[src/vds_ram.sv]
// Simple dual-port RAM, one write and one registered read per cycle.
`default_nettype none
module vds_ram #(
	parameter int W = 8,
	parameter int D = 64
) (
	input  wire logic                 clk,
	input  wire logic                 we,
	input  wire logic [$clog2(D)-1:0] waddr,
	input  wire logic [W-1:0]         wdata,
	input  wire logic [$clog2(D)-1:0] raddr,
	output logic      [W-1:0]         rdata
);
	logic [W-1:0] mem [D];

	always_ff @(posedge clk) begin
		if (we) begin
			mem[waddr] <= wdata;
		end
		rdata <= mem[raddr];
	end
endmodule
`default_nettype wire

[config.mk]
export PLATFORM = sky130hd
export DESIGN_NAME = vds_ram
export DESIGN_NICKNAME = d
export VERILOG_FILES = /design/src/vds_ram.sv
export SDC_FILE = /design/constraint.sdc
export NUM_CORES = 1
export LEC_CHECK = 0
export BUFFER_PORTS_ARGS = -buffer_cell sky130_fd_sc_hd__clkbuf_2
export CORE_MARGIN = 2
export CORE_UTILIZATION = 30
export DETAILED_ROUTE_END_ITERATION = 10
export MAX_ROUTING_LAYER = met4
export PLACE_DENSITY = 0.48
export SLEW_MARGIN = 20
export SYNTH_ARGS = -nofsm -noshare
export SYNTH_HDL_FRONTEND = slang
export SYNTH_SLANG_ARGS = --single-unit
[constraint.sdc]
create_clock -name clk -period 3.4 [get_ports clk]
set_input_delay 0.34 -clock clk [delete_from_list [all_inputs] [get_ports clk]]
set_output_delay 0.34 -clock clk [all_outputs]
set_load 0.02 [all_outputs]
==> impl_results.md <==
* Sequential-to-total area share from yosys stat at 77.03%
* Crit-path max cell delay at 0.77 ns
* Routed wire length at 49920 um
* Die area at 69310 um^2
* Vias in the first global route at 10050
* Asr flop ratio synth at 0%
* Dpl hpwl at 31730 um
* Nets@finish at 1081
* Cells after synthesis at 940
* Routed vias at 9791
* Syn Std Cell Area at 20170 um^2
* Later-pin clock latency in the skew report at 0.60 ns
* Simple-Gate Fraction of Synth Area at 3.388%
* Slew Limit Fails at 0
* Hold path startpoint: raddr[5]
* Worst hold stages at 3
* Worst Path Arrival at 3.01 ns
* Final setup viols at 0
* Mux cell area share after synthesis at 15.94%
* CTS clk-pin slew, worst paths at 0.06 ns
* Die Width at 263.3 um
* Slowest-stage cell, CP: nor3_1
* Fillers at 6251
* Drt via density at 4.947
* Largest net degree at the start of global routing at 48
* Hold_buf cts at 0
* First-pass GRT wire length at 72710 um
* Starting DRT DRC Count at 870
* Placer Congestion at 0.7843
* Combinational family with the most area after synthesis: multiplexers
* Min-Delay Endpoint: rdata[1]
* Num ports at 30
* Skew final at 0.02133 ns
* Final worst slack at 0.8255 ns
* Router iterations before antenna repair at 5
* Worst Reg-to-Reg Cells at 5
* Crit path kind: reg -> reg
* WL/cell at 25.22 um
* Syn. warnings at 0
* Maximum vdd drop at 368.2 uV
* CTS Sinks at 520
* Post-route minimum period at 2.574 ns
* Core Rows at 95
* DR DRC count at 0
* Yosys cell types at 40
* Worst r2r src: mem[29][6]
* Rel. slew slack at 30.84%
* Fin crit share at 75.72%
* Area growth syn-to-layout at 16.62%
* Total negative slack at 0 ns
* Post-CTS Setup Bufs at 0
* Most common cell after layout, fill and taps aside: edfxtp_1
* Worst-path cell chain: mux4_2, mux2_2, o221a_2, nor3_1, o32ai_1
* Setup crit end kind: flop
* Measured slew at the worst slew-check pin at 1.037 ns
* Initial Util at 30.19%
* R2r setup slk at 0.83 ns
* Share of cells above drive strength 1 at 30.46%
* Syn_nets at 962
* H-Tree Level Count at 2
* Hold Path Class: in -> reg
* Hold Vio Cnt, Final at 0
* Initial antenna violation count at 3
* Dpl ws at 0.3420 ns
* Synth Area in XOR/XNOR at 0%
* Global Route Usage Sum at 14.94%
* Syn_area_per_cell at 21.45 um^2
* Synth Register Bits at 520
* Worst-path fanout max at 2
* Status: finished clean
* Clock Path Buffers at 3
* Complex-gate fraction of the synthesized area at 2.072%
* Total clock buffers created by CTS at 53
* Reg2Reg Capture Point: rdata[6]
* Grt total ovfl at 0
* Commonest cells after routing, fill and taps aside: 512 x edfxtp_1, 126 x mux4_2, 83 x nor2_1
* CTS tree: done
* Startpoint types: flop
* Data required, critical path at 3.83 ns
* Core footprint at 66800 um^2
* Die Span Y at 263.3 um
* CTS Root Cell: clkbuf_16
* Number of synthesized flops with an enable pin at 512
* Pwr Density at 573.1 nW/um^2
* Cts repair resizes at 0
* Max Clk Rate at 0.3884 GHz
* Max Cap Violations at 0
* Adder-cell share of the synthesized area at 0%
* Final ANT Viol Nets at 0
* Synth Flop Type: edfxtp_1
* Leak at 7.379 nW
* RSZ-0062 raised after global routing: no
* Buffers on Ports at 29
==> metal layers <==
metal	vias to the layer above	part of all wire, %	track usage, %
met5	-	0	-
met4	0	1.7	3.784
met3	59	4.9	2.769
met2	222	47	22.62
met1	5326	46	20.85
li1	4184	-	-
==> cell families after synthesis <==
| logic type | Yosys count |
|---|---|
| AO/OA/AOI/OAI | 54 |
| buffers and inverters | 51 |
| flip-flops | 520 |
| multiplexers | 162 |
| AND/OR/NAND/NOR | 153 |
==> registers in the layout, summed over array words and instances (netlist names) <==
| signal | count |
|---|---|
| rdata | 8 |
| mem | 512 |
==> cell type report <==
| type | count | area (um^2) | share of cell area, % |
|---|---|---|---|
| diodes | 3 | 7.507 | 0.03192 |
| flip-flops and latches | 520 | 15530 | 66.05 |
| clock inverters | 30 | 229.0 | 0.9736 |
| clock buffers | 69 | 1459 | 6.203 |
| well taps | 873 | 1092 | 4.644 |
| multi-input cells | 369 | 4317 | 18.35 |
| repair buffers | 115 | 879.6 | 3.740 |
==> synthesized netlist by cell type, types with 4 or more instances <==
master	count	area share (%)
a211oi_1	4	0.15
a221oi_1	6	0.26
buf_1	4	0.074
buf_2	11	0.27
buf_4	13	0.48
buf_6	4	0.22
clkbuf_1	17	0.32
dfxtp_1	8	0.79
edfxtp_1	512	76
mux2_2	13	0.73
mux2i_1	23	1.1
mux4_2	126	14
nand2_1	19	0.35
nand2b_1	7	0.22
nand3_1	13	0.32
nor2_1	83	1.5
nor2b_1	14	0.43
nor3_1	7	0.17
o221ai_1	8	0.35
o22ai_1	8	0.25
==> per-stage QoR <==
stage               total power, mW  std cells  area [um^2]  hold WS, ns  util, %
detailed placement            7.972       1877        21820       0.7652    32.67
CTS                           13.65       1976        23510       0.2934    35.20
global placement              7.962       1876        21800       0.7834    32.64
finish                        13.48       1979        23520       0.3509    35.21
floorplan                     7.635        940        20170       0.4389        -
global route                  13.92       1979        23520       0.3493    35.21
==> power by group <==
part	total, mW	switching (mW)	internal (mW)
Combinational	0.701	0.442	0.259
Sequential	7.12	0.0275	7.10
Clock	5.66	2.41	3.25
==> critical path: cells and delay by family (launching register included) <==
family	cells	cell delay, ns
AND/OR/NAND/NOR	1	0.77
flip-flops	1	0.36
multiplexers	2	0.76
AO/OA/AOI/OAI	2	0.51
==> how the worst max path moves through the flow <==
stage | from | endpoint | slack [ns] | depth (start not counted)
global placement | raddr[0] | rdata[5] | 0.34 | 6
finish | mem[29][6] | rdata[6] | 0.83 | 5
detailed placement | raddr[0] | rdata[6] | 0.34 | 6
floorplan | raddr[1] | rdata[3] | 1.39 | 7
global route | mem[29][6] | rdata[6] | 0.69 | 5
CTS | mem[29][6] | rdata[6] | 0.87 | 5
No activity file was read; power rests on OpenSTA's default activity.
